### config.mk
export PLATFORM = sky130hd
export DESIGN_NAME = jtsc_ctrl
export DESIGN_NICKNAME = d
export VERILOG_FILES = /design/src/sv/jtsc_pkg.sv /design/src/sv/jtsc_ctrl.sv
export SDC_FILE = /design/constraint.sdc
export NUM_CORES = 1
export LEC_CHECK = 0
export BUFFER_PORTS_ARGS = -buffer_cell sky130_fd_sc_hd__buf_2
export CORE_AREA = 2 2 64 66
export CTS_CLUSTER_SIZE = 28
export DETAILED_ROUTE_END_ITERATION = 8
export DIE_AREA = 0 0 66 68
export PLACE_DENSITY = 0.79
export SYNTH_ARGS = -nofsm -noshare
export SYNTH_HDL_FRONTEND = slang
export SYNTH_SLANG_ARGS = --single-unit
export TNS_END_PERCENT = 20
### constraint.sdc
create_clock -name clk -period 9.3 [get_ports clk]
set_input_delay 0.93 -clock clk [delete_from_list [all_inputs] [get_ports clk]]
set_output_delay 0.93 -clock clk [all_outputs]
set_load 0.02 [all_outputs]
### src/sv/jtsc_pkg.sv
// ----------------------------------------------------------------------------
// jtsc_pkg: shared types and codes for the JSON token structure checker
// Parser modes, token kinds, event kinds, error codes and stack commands.
// ----------------------------------------------------------------------------
package jtsc_pkg;

	// default depth of the return stack
	localparam int MAX_DEPTH_DEF = 64;

	// depth limit register
	localparam int LIMIT_W = 7;
	localparam logic [LIMIT_W-1:0] DEPTH_LIMIT_RST = 7'd64;

	// field widths
	localparam int TOKEN_W = 4;
	localparam int TAG_W   = 32;
	localparam int EVENT_W = 4;
	localparam int CODE_W  = 3;
	localparam int DOUT_W  = 7;

	// token kinds
	localparam logic [TOKEN_W-1:0] TOK_NULL    = 4'd0;
	localparam logic [TOKEN_W-1:0] TOK_BOOL    = 4'd1;
	localparam logic [TOKEN_W-1:0] TOK_STRING  = 4'd2;
	localparam logic [TOKEN_W-1:0] TOK_NUMBER  = 4'd3;
	localparam logic [TOKEN_W-1:0] TOK_ARR_OPEN  = 4'd4;
	localparam logic [TOKEN_W-1:0] TOK_ARR_CLOSE = 4'd5;
	localparam logic [TOKEN_W-1:0] TOK_OBJ_OPEN  = 4'd6;
	localparam logic [TOKEN_W-1:0] TOK_OBJ_CLOSE = 4'd7;
	localparam logic [TOKEN_W-1:0] TOK_COMMA   = 4'd8;
	localparam logic [TOKEN_W-1:0] TOK_COLON   = 4'd9;
	localparam logic [TOKEN_W-1:0] TOK_EOI     = 4'd10;
	localparam logic [TOKEN_W-1:0] TOK_LEX     = 4'd11;

	// parser modes
	typedef enum logic [3:0] {
		M_INIT      = 4'd0,
		M_ARR_START = 4'd1,
		M_ARR_VALUE = 4'd2,
		M_ARR_DELIM = 4'd3,
		M_OBJ_START = 4'd4,
		M_OBJ_KEY   = 4'd5,
		M_OBJ_COLON = 4'd6,
		M_OBJ_VALUE = 4'd7,
		M_OBJ_DELIM = 4'd8,
		M_END       = 4'd9,
		M_ERROR     = 4'd10
	} mode_t;

	// structural events
	typedef enum logic [EVENT_W-1:0] {
		EV_SCALAR    = 4'd0,
		EV_BEGIN_ARR = 4'd1,
		EV_END_ARR   = 4'd2,
		EV_BEGIN_OBJ = 4'd3,
		EV_END_OBJ   = 4'd4,
		EV_KEY       = 4'd5,
		EV_SEP       = 4'd6,
		EV_DONE      = 4'd7,
		EV_ERROR     = 4'd8
	} event_t;

	// error codes
	typedef enum logic [CODE_W-1:0] {
		E_NONE       = 3'd0,
		E_UNEXPECTED = 3'd1,
		E_UNTERM_ARR = 3'd2,
		E_UNTERM_OBJ = 3'd3,
		E_EMPTY      = 3'd4,
		E_DEEP       = 3'd5,
		E_LEX        = 3'd6
	} err_t;

	// return stack command from the controller
	typedef struct packed {
		logic push;      // write a return bit for the container being opened
		logic pop;       // close a nested container, take the next top
		logic push_obj;  // return mode is object value
	} stack_cmd_t;

endpackage

### src/sv/jtsc_ctrl.sv
// ----------------------------------------------------------------------------
// jtsc_ctrl: parser state machine
// Holds mode and depth, decides the transition for one token word and
// forms the structural event; drives the return stack.
// ----------------------------------------------------------------------------
module jtsc_ctrl #(
	parameter int MAX_DEPTH = jtsc_pkg::MAX_DEPTH_DEF,
	parameter int DW = $clog2(MAX_DEPTH + 1)
) (
	input  logic                               clk,
	input  logic                               arst_n,
	input  logic                               step,
	input  logic [jtsc_pkg::TOKEN_W-1:0]       token_kind,
	input  logic [jtsc_pkg::LIMIT_W-1:0]       depth_limit,
	input  logic                               tos,
	output jtsc_pkg::stack_cmd_t               cmd,
	output logic [DW-1:0]                      cur_depth,
	output logic [DW-1:0]                      nxt_depth,
	output jtsc_pkg::event_t                   ev_kind,
	output jtsc_pkg::err_t                     ev_code,
	output logic [jtsc_pkg::DOUT_W-1:0]        ev_depth,
	output logic                               ev_obj
);

	// compare width wide enough for depth + 1 and the limit register
	localparam int CW = ((DW > jtsc_pkg::LIMIT_W) ? DW : jtsc_pkg::LIMIT_W) + 1;

	jtsc_pkg::mode_t mode_q;
	jtsc_pkg::mode_t nxt_mode;
	logic [DW-1:0]   depth_q;
	logic [DW-1:0]   depth_d;
	jtsc_pkg::err_t  err_d;
	logic            push_d;
	logic            pop_d;
	logic            push_obj_d;
	logic [CW-1:0]   lim;
	logic [CW-1:0]   nd_wide;
	logic [CW-1:0]   limit_wide;

	assign limit_wide = CW'(depth_limit);
	assign lim        = (limit_wide < CW'(MAX_DEPTH)) ? limit_wide : CW'(MAX_DEPTH);
	assign nd_wide    = CW'(depth_q) + CW'(1);

	// next state
	always_comb begin
		logic is_scalar;
		logic in_arr;
		logic in_obj;
		logic go_err;
		logic open_req;
		logic open_ret;
		logic close_req;
		is_scalar  = (token_kind <= jtsc_pkg::TOK_NUMBER);
		in_arr     = (mode_q >= jtsc_pkg::M_ARR_START) && (mode_q <= jtsc_pkg::M_ARR_DELIM);
		in_obj     = (mode_q >= jtsc_pkg::M_OBJ_START) && (mode_q <= jtsc_pkg::M_OBJ_DELIM);
		go_err     = 1'b0;
		open_req   = 1'b0;
		open_ret   = 1'b0;
		close_req  = 1'b0;
		nxt_mode   = mode_q;
		depth_d    = depth_q;
		err_d      = jtsc_pkg::E_NONE;
		push_d     = 1'b0;
		pop_d      = 1'b0;
		push_obj_d = 1'b0;

		priority if (mode_q == jtsc_pkg::M_ERROR) begin
			go_err = 1'b1;
			err_d  = jtsc_pkg::E_UNEXPECTED;
		end else if (token_kind == jtsc_pkg::TOK_LEX) begin
			go_err = 1'b1;
			err_d  = jtsc_pkg::E_LEX;
		end else if (token_kind == jtsc_pkg::TOK_EOI) begin
			// end of input: done only after a complete value
			priority if (mode_q == jtsc_pkg::M_END) begin
				go_err = 1'b0;
			end else if (mode_q == jtsc_pkg::M_INIT) begin
				go_err = 1'b1;
				err_d  = jtsc_pkg::E_EMPTY;
			end else if (in_arr) begin
				go_err = 1'b1;
				err_d  = jtsc_pkg::E_UNTERM_ARR;
			end else if (in_obj) begin
				go_err = 1'b1;
				err_d  = jtsc_pkg::E_UNTERM_OBJ;
			end else begin
				go_err = 1'b1;
				err_d  = jtsc_pkg::E_UNEXPECTED;
			end
		end else begin
			// by default a token is unexpected
			go_err = 1'b1;
			err_d  = jtsc_pkg::E_UNEXPECTED;
			unique case (mode_q)
				jtsc_pkg::M_INIT: begin
					if (is_scalar) begin
						go_err   = 1'b0;
						nxt_mode = jtsc_pkg::M_END;
					end else if (token_kind == jtsc_pkg::TOK_ARR_OPEN ||
							token_kind == jtsc_pkg::TOK_OBJ_OPEN) begin
						go_err   = 1'b0;
						open_req = 1'b1;
					end
				end
				jtsc_pkg::M_ARR_START, jtsc_pkg::M_ARR_DELIM: begin
					if (is_scalar) begin
						go_err   = 1'b0;
						nxt_mode = jtsc_pkg::M_ARR_VALUE;
					end else if (token_kind == jtsc_pkg::TOK_ARR_OPEN ||
							token_kind == jtsc_pkg::TOK_OBJ_OPEN) begin
						go_err   = 1'b0;
						open_req = 1'b1;
					end else if (token_kind == jtsc_pkg::TOK_ARR_CLOSE &&
							mode_q == jtsc_pkg::M_ARR_START) begin
						go_err    = 1'b0;
						close_req = 1'b1;
					end
				end
				jtsc_pkg::M_ARR_VALUE: begin
					if (token_kind == jtsc_pkg::TOK_COMMA) begin
						go_err   = 1'b0;
						nxt_mode = jtsc_pkg::M_ARR_DELIM;
					end else if (token_kind == jtsc_pkg::TOK_ARR_CLOSE) begin
						go_err    = 1'b0;
						close_req = 1'b1;
					end
				end
				jtsc_pkg::M_OBJ_START, jtsc_pkg::M_OBJ_DELIM: begin
					if (token_kind == jtsc_pkg::TOK_STRING) begin
						go_err   = 1'b0;
						nxt_mode = jtsc_pkg::M_OBJ_KEY;
					end else if (token_kind == jtsc_pkg::TOK_OBJ_CLOSE &&
							mode_q == jtsc_pkg::M_OBJ_START) begin
						go_err    = 1'b0;
						close_req = 1'b1;
					end
				end
				jtsc_pkg::M_OBJ_KEY: begin
					if (token_kind == jtsc_pkg::TOK_COLON) begin
						go_err   = 1'b0;
						nxt_mode = jtsc_pkg::M_OBJ_COLON;
					end
				end
				jtsc_pkg::M_OBJ_COLON: begin
					if (is_scalar) begin
						go_err   = 1'b0;
						nxt_mode = jtsc_pkg::M_OBJ_VALUE;
					end else if (token_kind == jtsc_pkg::TOK_ARR_OPEN ||
							token_kind == jtsc_pkg::TOK_OBJ_OPEN) begin
						go_err   = 1'b0;
						open_req = 1'b1;
						open_ret = 1'b1;
					end
				end
				jtsc_pkg::M_OBJ_VALUE: begin
					if (token_kind == jtsc_pkg::TOK_COMMA) begin
						go_err   = 1'b0;
						nxt_mode = jtsc_pkg::M_OBJ_DELIM;
					end else if (token_kind == jtsc_pkg::TOK_OBJ_CLOSE) begin
						go_err    = 1'b0;
						close_req = 1'b1;
					end
				end
				default: begin
					go_err = 1'b1;
				end
			endcase
		end

		// open a container, checking the depth limit
		if (open_req) begin
			if (nd_wide > lim) begin
				go_err = 1'b1;
				err_d  = jtsc_pkg::E_DEEP;
			end else begin
				push_d     = (depth_q != '0);
				push_obj_d = open_ret;
				depth_d    = nd_wide[DW-1:0];
				nxt_mode   = (token_kind == jtsc_pkg::TOK_OBJ_OPEN) ?
					jtsc_pkg::M_OBJ_START : jtsc_pkg::M_ARR_START;
			end
		end

		// close a container: outermost ends the value, else return via stack
		if (close_req) begin
			if (depth_q <= DW'(1)) begin
				depth_d  = '0;
				nxt_mode = jtsc_pkg::M_END;
			end else begin
				depth_d  = depth_q - DW'(1);
				pop_d    = 1'b1;
				nxt_mode = tos ? jtsc_pkg::M_OBJ_VALUE : jtsc_pkg::M_ARR_VALUE;
			end
		end

		// errors are sticky and drop all nesting
		if (go_err) begin
			nxt_mode = jtsc_pkg::M_ERROR;
			depth_d  = '0;
		end
	end

	// event outputs
	always_comb begin
		logic is_err;
		is_err  = (nxt_mode == jtsc_pkg::M_ERROR);
		ev_code = is_err ? err_d : jtsc_pkg::E_NONE;
		if (is_err) begin
			ev_kind = jtsc_pkg::EV_ERROR;
		end else begin
			unique case (token_kind)
				jtsc_pkg::TOK_NULL, jtsc_pkg::TOK_BOOL, jtsc_pkg::TOK_NUMBER:
					ev_kind = jtsc_pkg::EV_SCALAR;
				jtsc_pkg::TOK_STRING:
					ev_kind = (nxt_mode == jtsc_pkg::M_OBJ_KEY) ?
						jtsc_pkg::EV_KEY : jtsc_pkg::EV_SCALAR;
				jtsc_pkg::TOK_ARR_OPEN:  ev_kind = jtsc_pkg::EV_BEGIN_ARR;
				jtsc_pkg::TOK_ARR_CLOSE: ev_kind = jtsc_pkg::EV_END_ARR;
				jtsc_pkg::TOK_OBJ_OPEN:  ev_kind = jtsc_pkg::EV_BEGIN_OBJ;
				jtsc_pkg::TOK_OBJ_CLOSE: ev_kind = jtsc_pkg::EV_END_OBJ;
				jtsc_pkg::TOK_COMMA, jtsc_pkg::TOK_COLON:
					ev_kind = jtsc_pkg::EV_SEP;
				jtsc_pkg::TOK_EOI:       ev_kind = jtsc_pkg::EV_DONE;
				default:                 ev_kind = jtsc_pkg::EV_ERROR;
			endcase
		end
		ev_depth = is_err ? '0 : jtsc_pkg::DOUT_W'(depth_d);
		ev_obj   = !is_err && (nxt_mode >= jtsc_pkg::M_OBJ_START) &&
			(nxt_mode <= jtsc_pkg::M_OBJ_DELIM);
	end

	// state registers
	always_ff @(posedge clk or negedge arst_n) begin
		if (!arst_n) begin
			mode_q  <= jtsc_pkg::M_INIT;
			depth_q <= '0;
		end else if (step) begin
			mode_q  <= nxt_mode;
			depth_q <= depth_d;
		end
	end

	assign cmd.push     = step && push_d;
	assign cmd.pop      = step && pop_d;
	assign cmd.push_obj = push_obj_d;
	assign cur_depth    = depth_q;
	assign nxt_depth    = step ? depth_d : depth_q;

endmodule

Word-level counts from Yosys, hierarchy flattened

Cells that the tools add are included.

Flip-flop bits (word level): 11
Bits of input ports: 15
Logic and storage cells: 143

Add/subtract/negate cells: 2
Order comparisons: 10
Eq/ne operators: 23
Multiplexer cells: 87
Reduce and logical (&&, ||, !) cells: 19

Operators by type and width:

| kind                                                 | number |
|---|---|
| two-way mux 4 bit                                    | 16 |
| two-way mux 7 bit                                    | 8 |
| two-way mux 1 bit                                    | 46 |
| == test 4 x 3 -> 1 bit (second input constant)       | 9 |
| two-way mux 3 bit                                    | 11 |
| == test 4 bit (second input constant)                | 8 |
| one-hot mux 4 bit (8 select lines)                   | 1 |
| one-hot mux 4 bit (7 select lines)                   | 1 |
| == test 4 x 2 -> 1 bit (second input constant)       | 4 |
| adder 7 x 1 -> 8 bit (second input constant)         | 1 |
| == test 4 x 1 -> 1 bit (second input constant)       | 2 |
| >= comparator 4 x 3 -> 1 bit (second input constant) | 2 |
| greater-than comparator 8 x 7 -> 1 bit               | 1 |
| <= comparator 4 x 2 -> 1 bit (second input constant) | 2 |
| <= comparator 4 bit (second input constant)          | 2 |
| logical AND 1 bit                                    | 8 |
| logical NOT 4 bit                                    | 2 |
| OR reduction 2 bit                                   | 4 |
| <= comparator 7 x 1 -> 1 bit (second input constant) | 1 |
| less-than comparator 7 bit (second input constant)   | 1 |
| nonzero test 7 bit                                   | 1 |
| subtractor 7 x 1 -> 7 bit (second input constant)    | 1 |
| one-hot mux 1 bit (6 select lines)                   | 1 |
| >= comparator 4 x 1 -> 1 bit (second input constant) | 1 |
| other kinds (6)                                      | 7 |

Longest topological paths before layout

Gate-level depths: netlist of run 1.

Depth in word-level cells: 16
Mapped depth: 13
Mapped depth without buffers: 11

Worst setup path after synthesis of run 1

Ideal clock, no wire load.

Path type: register to output
Start: register depth_q[0], in the netlist cur_depth[0]
End: output port ev_depth[4] in the netlist's numbering
Arrival time: 3.190 ns
Path slack: 5.180 ns
Stages on the path, launching flop included: 13
Buffers on the path: 2
Path through: dfrtp_1 > ha_1 > and3_1 > clkbuf_1 > nand3_1 > xnor2_1 > ha_1 > a21oi_1 > o22ai_1 > o21ai_1 > nand3_2 > buf_2 > a211oi_1

Longest elaborated chain between the ends: 8
Elaborated cells between the ends (all ways): 18
Those cells by class: add/sub (2); order compare (2); eq/ne (1); mux (13)

Ends and longest elaborated chain:

| what                                   | line             | RTL |
|---|---|---|
| from (decl)                            | jtsc_ctrl.sv:30  | `logic [DW-1:0] depth_q;` |
| from (signal assigned)                 | jtsc_ctrl.sv:239 | `depth_q <= depth_d;` |
| adder 7 x 1 -> 8 bit                   | jtsc_ctrl.sv:42  | `assign nd_wide = CW'(depth_q) + CW'(1);` |
| greater-than comparator 8 x 7 -> 1 bit | jtsc_ctrl.sv:172 | `if (nd_wide > lim) begin` |
| two-way mux 4 bit                      | jtsc_ctrl.sv:172 |  |
| two-way mux 4 bit                      | jtsc_ctrl.sv:171 | `if (open_req) begin` |
| two-way mux 4 bit                      | jtsc_ctrl.sv:185 | `if (close_req) begin` |
| two-way mux 4 bit                      | jtsc_ctrl.sv:197 | `if (go_err) begin` |
| == test 4 bit                          | jtsc_ctrl.sv:206 | `is_err = (nxt_mode == jtsc_pkg::M_ERROR);` |
| two-way mux 7 bit (*)                  | jtsc_ctrl.sv:227 | `ev_depth = is_err ? '0 : jtsc_pkg::DOUT_W'(depth_d);` |
| to (decl)                              | jtsc_ctrl.sv:21  | `output logic [jtsc_pkg::DOUT_W-1:0] ev_depth,` |

Mark *: on every way between the ends. The rest lies on a longest branch, timed or not.

Worst setup path in the final report of run 1

Start: register depth_q[0], in the netlist cur_depth[0]
End: output port nxt_depth[4]

Longest elaborated chain between the ends: 7
Elaborated cells between the ends (all ways): 12
Those cells by class: add/sub (2); order compare (2); mux (8)

Ends and longest elaborated chain:

| what                                   | line             | RTL |
|---|---|---|
| adder 7 x 1 -> 8 bit                   | jtsc_ctrl.sv:42  |  |
| greater-than comparator 8 x 7 -> 1 bit | jtsc_ctrl.sv:172 |  |
| two-way mux 7 bit                      | jtsc_ctrl.sv:172 |  |
| two-way mux 7 bit                      | jtsc_ctrl.sv:171 |  |
| two-way mux 7 bit                      | jtsc_ctrl.sv:185 |  |
| two-way mux 7 bit (*)                  | jtsc_ctrl.sv:197 |  |
| two-way mux 7 bit (*)                  | --               |  |
| to (decl)                              | jtsc_ctrl.sv:18  | `output logic [DW-1:0] nxt_depth,` |

Marks and branches as above.

==> impl_results.md, run 1 <==
- Crit path top cell by count: ha_1
- Crit path capture type: primary output
- Worst-skew pair later-pin latency: 240 ps
- Syn Nets: 315
- DRT antenna net count: 0
- Pre-antenna DRT Iters: 6
- GR Overflow Total: 0
- CP startpoint kind: register
- Peak VDD IR: 0.0000490 V
- Synth warn: 0
- CP Buf/Inv Count: 1
- CTS clock-pin slew for the worst setup and hold paths: 50 ps
- Final slew viol count: 0
- R2R Path Start: cur_depth[0]$_DFF_PN0_
- Post-synth top flop: dfrtp_1
- Final-report hold violation count: 0
- Max cap viols: 0
- CTS root buf: clkbuf_8
- Worst slew pin tran: 757 ps
- Multi-input gate area in the final layout: 1570 um2
- Initial DRC count: 207
- Final GP Congestion: 0.982
- Setup bufs post-CTS: 0
- Post-route minimum period: 4870 ps
- Tot GR Track Use: 0.266
- WS Path Type: reg -> out
- Static Leak: 0.979 nW
- Synth async-reset ratio: 1.00
- Final Skew: 3.22 ps
- Yosys top cell by area: dfrtp_1
- Fin Hold WS: 559 ps
- Clk buf depth: 2
- Commonest non-fill, non-tap cell in the layout: buf_2
- Mean Syn Cell Area: 6.96 um2
- Post-synth EDFFs: 0
- Pwr Density: 61.0 nW/um2
- IO Port Bufs: 46
- Row cnt: 23
- Slowest Stage Delay on Critical Path: 490 ps
- Post_cts resized: 0
- Clock Sinks: 11
- Antenna violations before repair: 0
- CP Data Arrival Time: 3940 ps
- Syn-to-layout area delta: 10.8%
- Critical path's top delay family: compound AO/OA/AOI/OAI gates
- CTS buffer count: 3
- CP cell instances: ha_1 > and3_1 > nand3_1 > xnor2_1 > ha_1 > a21oi_1 > o22ai_1 > o21ai_1 > nand3_2 > a221oi_2 > buf_2
- Vias per cell: 6.42
- Largest net degree at the start of global routing: 27
- Layout net count: 340
- R2r setup slk: 5690 ps
- Fillers: 390
- H-tree levels: 1
- Largest cells by area after synthesis: dfrtp_1 (14%), ha_1 (6.8%), nor2_1 (5.2%), o21ai_0 (5.0%), nand2_1 (3.9%)
- Reg2reg path depth: 10
- Die X: 66 um
- Vias after detailed routing: 2,329
- CTS hold repair buffers: 0
- Mapped Area: 2010 um2
- #FFs+latches synth: 11
- First-pass GRT wire length: 9540 um
- Slowest CP cell: dfrtp_1
- FF+latch area: 275 um2
- Die Ht: 68 um
- Ant diodes: 0
- Crit share post-route: 0.523
- Fmax: 206 MHz
- Core footprint: 3860 um2
- Setup TNS: 0 ps
- Top cell type's share of synthesized area: 0.137
- Worst Path Max Fanout: 20
- Register area share after synthesis: 0.137
- Share of post-route cells with drive strength above 1: 0.195
- DRC: 0
- Initial Util: 0.522
- Vias in the first global route: 2,026
- Worst R2R End: mode_q[1]$_DFFE_PN0P_
- DR WL/cell: 16.1 um
- Slew HR: 0.496
- Hold Crit Class: in -> async
- Commonest non-fill, non-tap cells in the layout: buf_2 (46), nor2_1 (28), nand2_1 (21)
- Hpwl dp: 4340 um
- Die area: 4490 um2
- Synth cell types: 69
- Routed WL: 5830 um
- Worst Path Required: 8370 ps
- Synth Instances: 289
- Ports: 47
- Final setup violation count: 0
- Outcome: finished clean
- RSZ-0062 raised after global routing: false
- CTS tree: done
## per-stage QoR
step	instances	setup WS, ps	power [mW]	utilization	area [um2]
5_1_grt	363	4290	0.143	0.578	2230
2_1_floorplan	289	5180	0.0758	-	2010
3_3_place_gp	359	4900	0.0862	0.567	2180
3_5_place_dp	359	4780	0.0867	0.567	2180
4_1_cts	363	4610	0.136	0.578	2230
6_report	363	4430	0.136	0.578	2230
## cell families after synthesis
logic type                 after synthesis  synth area share
xor gates and xnor gates                 8            0.0348
buffers and inverters                   39            0.0840
and+or+nand+nor                        123             0.324
muxes                                    3            0.0149
adders and majority gates               11            0.0684
DFF                                     11             0.137
AOI/OAI and AO/OA                       94             0.337
## synth_stat cells, drive strengths merged (3+ instances only)
| library cell | instances |
|---|---|
| dfrtp | 11 |
| mux2i | 3 |
| nand3b | 4 |
| nor2b | 8 |
| a211oi | 6 |
| nor4 | 4 |
| a21o | 4 |
| o22ai | 3 |
| nand3 | 16 |
| or2 | 3 |
| nand4 | 3 |
| a31oi | 4 |
| o211ai | 5 |
| a21oi | 15 |
| or3 | 4 |
| nor2 | 28 |
| a31o | 3 |
| nand2 | 21 |
| o21ai | 23 |
| nand2b | 4 |
| buf | 13 |
| clkbuf | 13 |
| ha | 11 |
| inv | 13 |
| and2 | 4 |
| nor3 | 12 |
| o221ai | 3 |
| and3 | 4 |
| xnor2 | 6 |
| a311oi | 4 |
## final cells by class
cell class	instances	share of cell area
Multi-Input combinational cell	239	0.703
Sequential cell	11	0.123
Timing Repair Buffer	46	0.103
Tap cell	50	0.0281
Inverter	13	0.0219
Clock buffer	4	0.0202
## worst reg2reg max path: stages (launching register included)
cell and delay [ps]:
dfrtp_1 490, ha_1 250, and3_1 280, nand3_1 120, xnor2_1 250, ha_1 290
a21oi_1 270, o22ai_1 190, o21ai_1 410, nand3_2 470, o32a_1 480
## state kept, by name, summed over array words and instances (netlist names)
signal	cells
cur_depth	7
mode_q	4
## metal layers
metal  vias up  wire length [um]  track usage
li1       1131                 -            -
met1      1079              2560        0.364
met2       109              2760        0.447
met3        10               464       0.0395
met4         0                54       0.0536
met5         -                 0            0
## how the worst max path moves through the flow
| stage | endpoint | cells after the start | startpoint | slack [ps] |
|---|---|---|---|---|
| final | nxt_depth[4] | 11 | cur_depth[0]$_DFF_PN0_ | 4430 |
| after detailed placement | nxt_depth[4] | 11 | depth_limit[6] | 4780 |
| after CTS | nxt_depth[4] | 11 | cur_depth[0]$_DFF_PN0_ | 4610 |
| after global routing | nxt_depth[4] | 12 | cur_depth[0]$_DFF_PN0_ | 4290 |
| after global placement | nxt_depth[4] | 11 | depth_limit[6] | 4900 |
| after floorplan | ev_depth[4] | 12 | cur_depth[0]$_DFF_PN0_ | 5180 |
## where the power goes
group | switching [mW] | internal [mW]
Sequential | 0.00131 | 0.0485
Clock | 0.0190 | 0.0302
Combinational | 0.0243 | 0.0127
(Power assumes the default switching activity.)
==> run 2, diff against run 1 <==
Settings changed: ABC_AREA set to 1, CORE_AREA 2 2 64 66 to 2 2 62 64, DIE_AREA 0 0 66 68 to 0 0 64 66, PLACE_DENSITY 0.79 to 0.8.
Clock period 9.3 ns to 4.6 ns, I/O delays scaled along.
==> run 2 against run 1 <==
  * Register-to-register slack got worse by 4100 ps
  * Critical path type unchanged
  * Critical path depth increased by 10
  * Flip-flop and latch count unchanged
  * Non-clock buffer count unchanged
  * Count of clock-buffer cells in the layout decreased by 1
  * Core utilization increased by 3.0 points
  * Die area decreased by 5.9%
  * Highest routed layer unchanged
  * Largest cell class unchanged
  * First-iteration DRC count decreased by 35%
  * Sequential power increased by 100%
  * Via count decreased by 5.8%
  * Sequential share of layout area increased by 0.41 points
==> impl_results.md, run 2 <==
- Outcome: finished clean
- H-tree levels: 1 (unchanged)
- Initial Util: 0.535 (+0.0128)
- Final-report hold violation count: 0 (unchanged)
- Commonest non-fill, non-tap cell in the layout: nand2_1
- Synth Instances: 333 (+15%)
- Synth Area in Compound Gates: 0.123 (-0.214)
- Core footprint: 3550 um2 (-7.9%)
- Post_cts resized: 0 (unchanged)
- DRT antenna net count: 0 (unchanged)
- Hpwl dp: 4250 um (-2.1%)
- FF+latch area: 275 um2 (unchanged)
- Util after Layout: 0.608 (+0.0296)
- Share of post-route cells with drive strength above 1: 0.215 (+0.0205)
- CTS buffer count: 3 (unchanged)
- IO Port Bufs: 46 (unchanged)
- Die area: 4220 um2 (-5.9%)
- Antenna violations before repair: 0 (unchanged)
- Peak VDD IR: 0.000128 V (+160%)
- Slew HR: 0.735 (+0.240)
- Layout net count: 403 (+19%)
- Post-synth top flop: dfrtp_1
- Synth cell count leaders: nand2_1 (111), inv_1 (44), nand3_1 (42)
- Register area share after synthesis: 0.145 (+0.00821)
- #FFs+latches synth: 11 (unchanged)
- Post-route minimum period: 3760 ps
- Die Ht: 66 um (-2.9%)
- Clock Sinks: 11 (unchanged)
- Synth warn: 0 (unchanged)
- CTS tree: done
- Post-DP Area: 2130 um2 (-2.5%)
- Ant diodes: 0 (unchanged)
- Vias after detailed routing: 2,193 (-5.8%)
- Most common cell in the netlist: nand2_1
- Commonest non-fill, non-tap cells in the layout: nand2_1 (111), buf_2 (46), inv_1 (44)
- Pre-antenna DRT Iters: 4 (-2)
- Final setup violation count: 0 (unchanged)
- Worst Path Required: 4140 ps (-4230 ps)
- GR Overflow Total: 0 (unchanged)
- Crit share post-route: 0.818
- Die X: 64 um (-3.0%)
- Yosys top cell by area: nand2_1
- CTS root buf: clkbuf_4
- Final slew viol count: 0 (unchanged)
- RSZ-0062 raised after global routing: false
- DRC: 0 (unchanged)
- Fin Hold WS: 42.6 ps (-516 ps)
- Worst Path Max Fanout: 11 (-45%)
- Mapped Area: 1900 um2 (-5.7%)
- Synth async-reset ratio: 1.00 (unchanged)
- Final GP Congestion: 0.968 (-1.4%)
- Pwr Density: 115 nW/um2 (+89%)
- Syn-to-layout area delta: 13.7%
- Syn Nets: 359 (+14%)
- CP Data Arrival Time: 3300 ps (-640 ps)
- Static Leak: 1.29 nW (+31%)
- Fillers: 385 (-1.3%)
- Fmax: 266 MHz
- Reg2reg path depth: 17 (+7)
- Mean Syn Cell Area: 5.70 um2 (-18%)
- Worst-skew pair later-pin latency: 270 ps (+30 ps)
- Row cnt: 22 (-4.3%)
- Max cap viols: 0 (unchanged)
- Main combinational cell family by area after synthesis: simple AND/OR/NAND/NOR gates
- Mux cell area share after synthesis: 0 (-0.0149)
- Setup bufs post-CTS: 0 (unchanged)
- CTS hold repair buffers: 0 (unchanged)
- Final Instance Area: 2160 um2 (-3.2%)
- Hold Crit Class: in -> async
- Largest net degree at the start of global routing: 14 (-48%)
- Vias in the first global route: 2,019 (-0.35%)
- Ports: 47 (unchanged)
- First-pass GRT wire length: 8700 um (-8.8%)
- Routed WL: 5140 um (-12%)
- CP startpoint kind: register
- DR WL/cell: 12.1 um (-25%)
- Setup TNS: 0 ps (unchanged)
- WS Path Type: reg -> out
- Worst slew pin tran: 396 ps (-361 ps)
- Largest cells by area after synthesis: nand2_1 (22%), dfrtp_1 (15%), nand3_1 (11%), inv_1 (8.7%), nor2_1 (7.5%)
- Post-synth EDFFs: 0 (unchanged)
- Adder-cell share of the synthesized area: 0.0725 (+0.00410)
- Tot GR Track Use: 0.256 (-0.00937)
- Crit path capture type: primary output
- Final Power: 0.248 mW (+83%)
- Synth cell types: 31 (-55%)
- Synth Area in Simple Gates: 0.500 (+0.176)
- Multi-input gate area in the final layout: 1380 um2 (-12%)
- Clk buf depth: 2 (unchanged)
- Final Skew: 10.2 ps (+7.01 ps)
- Max reg flops: 7 (unchanged)
- Initial DRC count: 134 (-35%)
- Top cell type's share of synthesized area: 0.220 (+0.0827)
- Post-Synth XOR/XNOR Area: 0.0323 (-0.00253)
- Vias per cell: 5.17 (-19%)
- CTS clock-pin slew for the worst setup and hold paths: 80 ps (+30 ps)
run 2: changes by cell type after synthesis, moves of 8 or more:
cell and delta:
o21ai_0 -10, nor2b_1 -8, nand2_1 +90, inv_1 +31, buf_2 -8, nor2_1 +10, a21oi_1 -10, nand3_1 +27
nor3_1 -10, clkbuf_1 -12
run 2: cells by family after synthesis:
logic type               Yosys count
flip-flops                        11
adder cells (fa/ha/maj)           11
XOR/XNOR                           7
AO/OA/AOI/OAI                     32
buffers and inverters             56
AND/OR/NAND/NOR                  216
run 2: final timing paths:
kind                                        start                      to  slack [ps]
min                                        arst_n  cur_depth[1]$_DFF_PN0_          40
min reg2reg                 mode_q[2]$_DFFE_PN0P_   mode_q[2]$_DFFE_PN0P_         640
max                        cur_depth[0]$_DFF_PN0_            nxt_depth[0]         840
max in group asynchronous                  arst_n   mode_q[1]$_DFFE_PN0P_        4350
max reg2reg                cur_depth[0]$_DFF_PN0_   mode_q[1]$_DFFE_PN0P_        1600
min in group clk                             step   mode_q[0]$_DFFE_PN0P_         560
run 2: metal layers:
layer  up-vias  global-route usage  wire, um
li1       1149                   -         -
met1       990               0.312      2210
met2        52               0.493      2680
met3         2              0.0358       222
met4         0              0.0190        14
met5         -                   0         0
run 2: power by group:
part | switching (mW) | internal (mW) | leakage [nW]
clock network | 0.0326 | 0.0322 | 0.0177
registers | 0.00233 | 0.0978 | 0.146
logic | 0.0581 | 0.0253 | 1.12
total | 0.0931 | 0.155 | 1.29
run 2: cell type report:
cell class / instances / share of cell area
Multi-Input combinational cell: 266 / 0.640
Sequential cell: 11 / 0.128
Timing Repair Buffer: 46 / 0.107
Inverter: 49 / 0.0852
Tap cell: 48 / 0.0278
Clock buffer: 3 / 0.0104
Clock inverter: 1 / 0.00232
run 2: through the flow:
stage / instances / setup slack, ps
floorplan: 333 / 1280
global placement: 420 / 1310
detailed placement: 420 / 1160
CTS: 424 / 858
global route: 424 / 356
finish: 424 / 837
run 2: critical path, stage by stage (launching register included):
cell and delay [ps]:
dfrtp_1 500, inv_1 140, nor2_1 190, inv_1 80
nor2_1 130, inv_1 70, o21ai_0 210, inv_1 70
ha_1 290, nand3_1 70, a21oi_1 190, nand2_1 90
nand2_2 100, nand2_4 90, nand2_2 180, nand2_1 70
nand2_1 60, nand2_1 70, nor2_2 90, nand2_1 60
nand2_1 90, buf_2 180
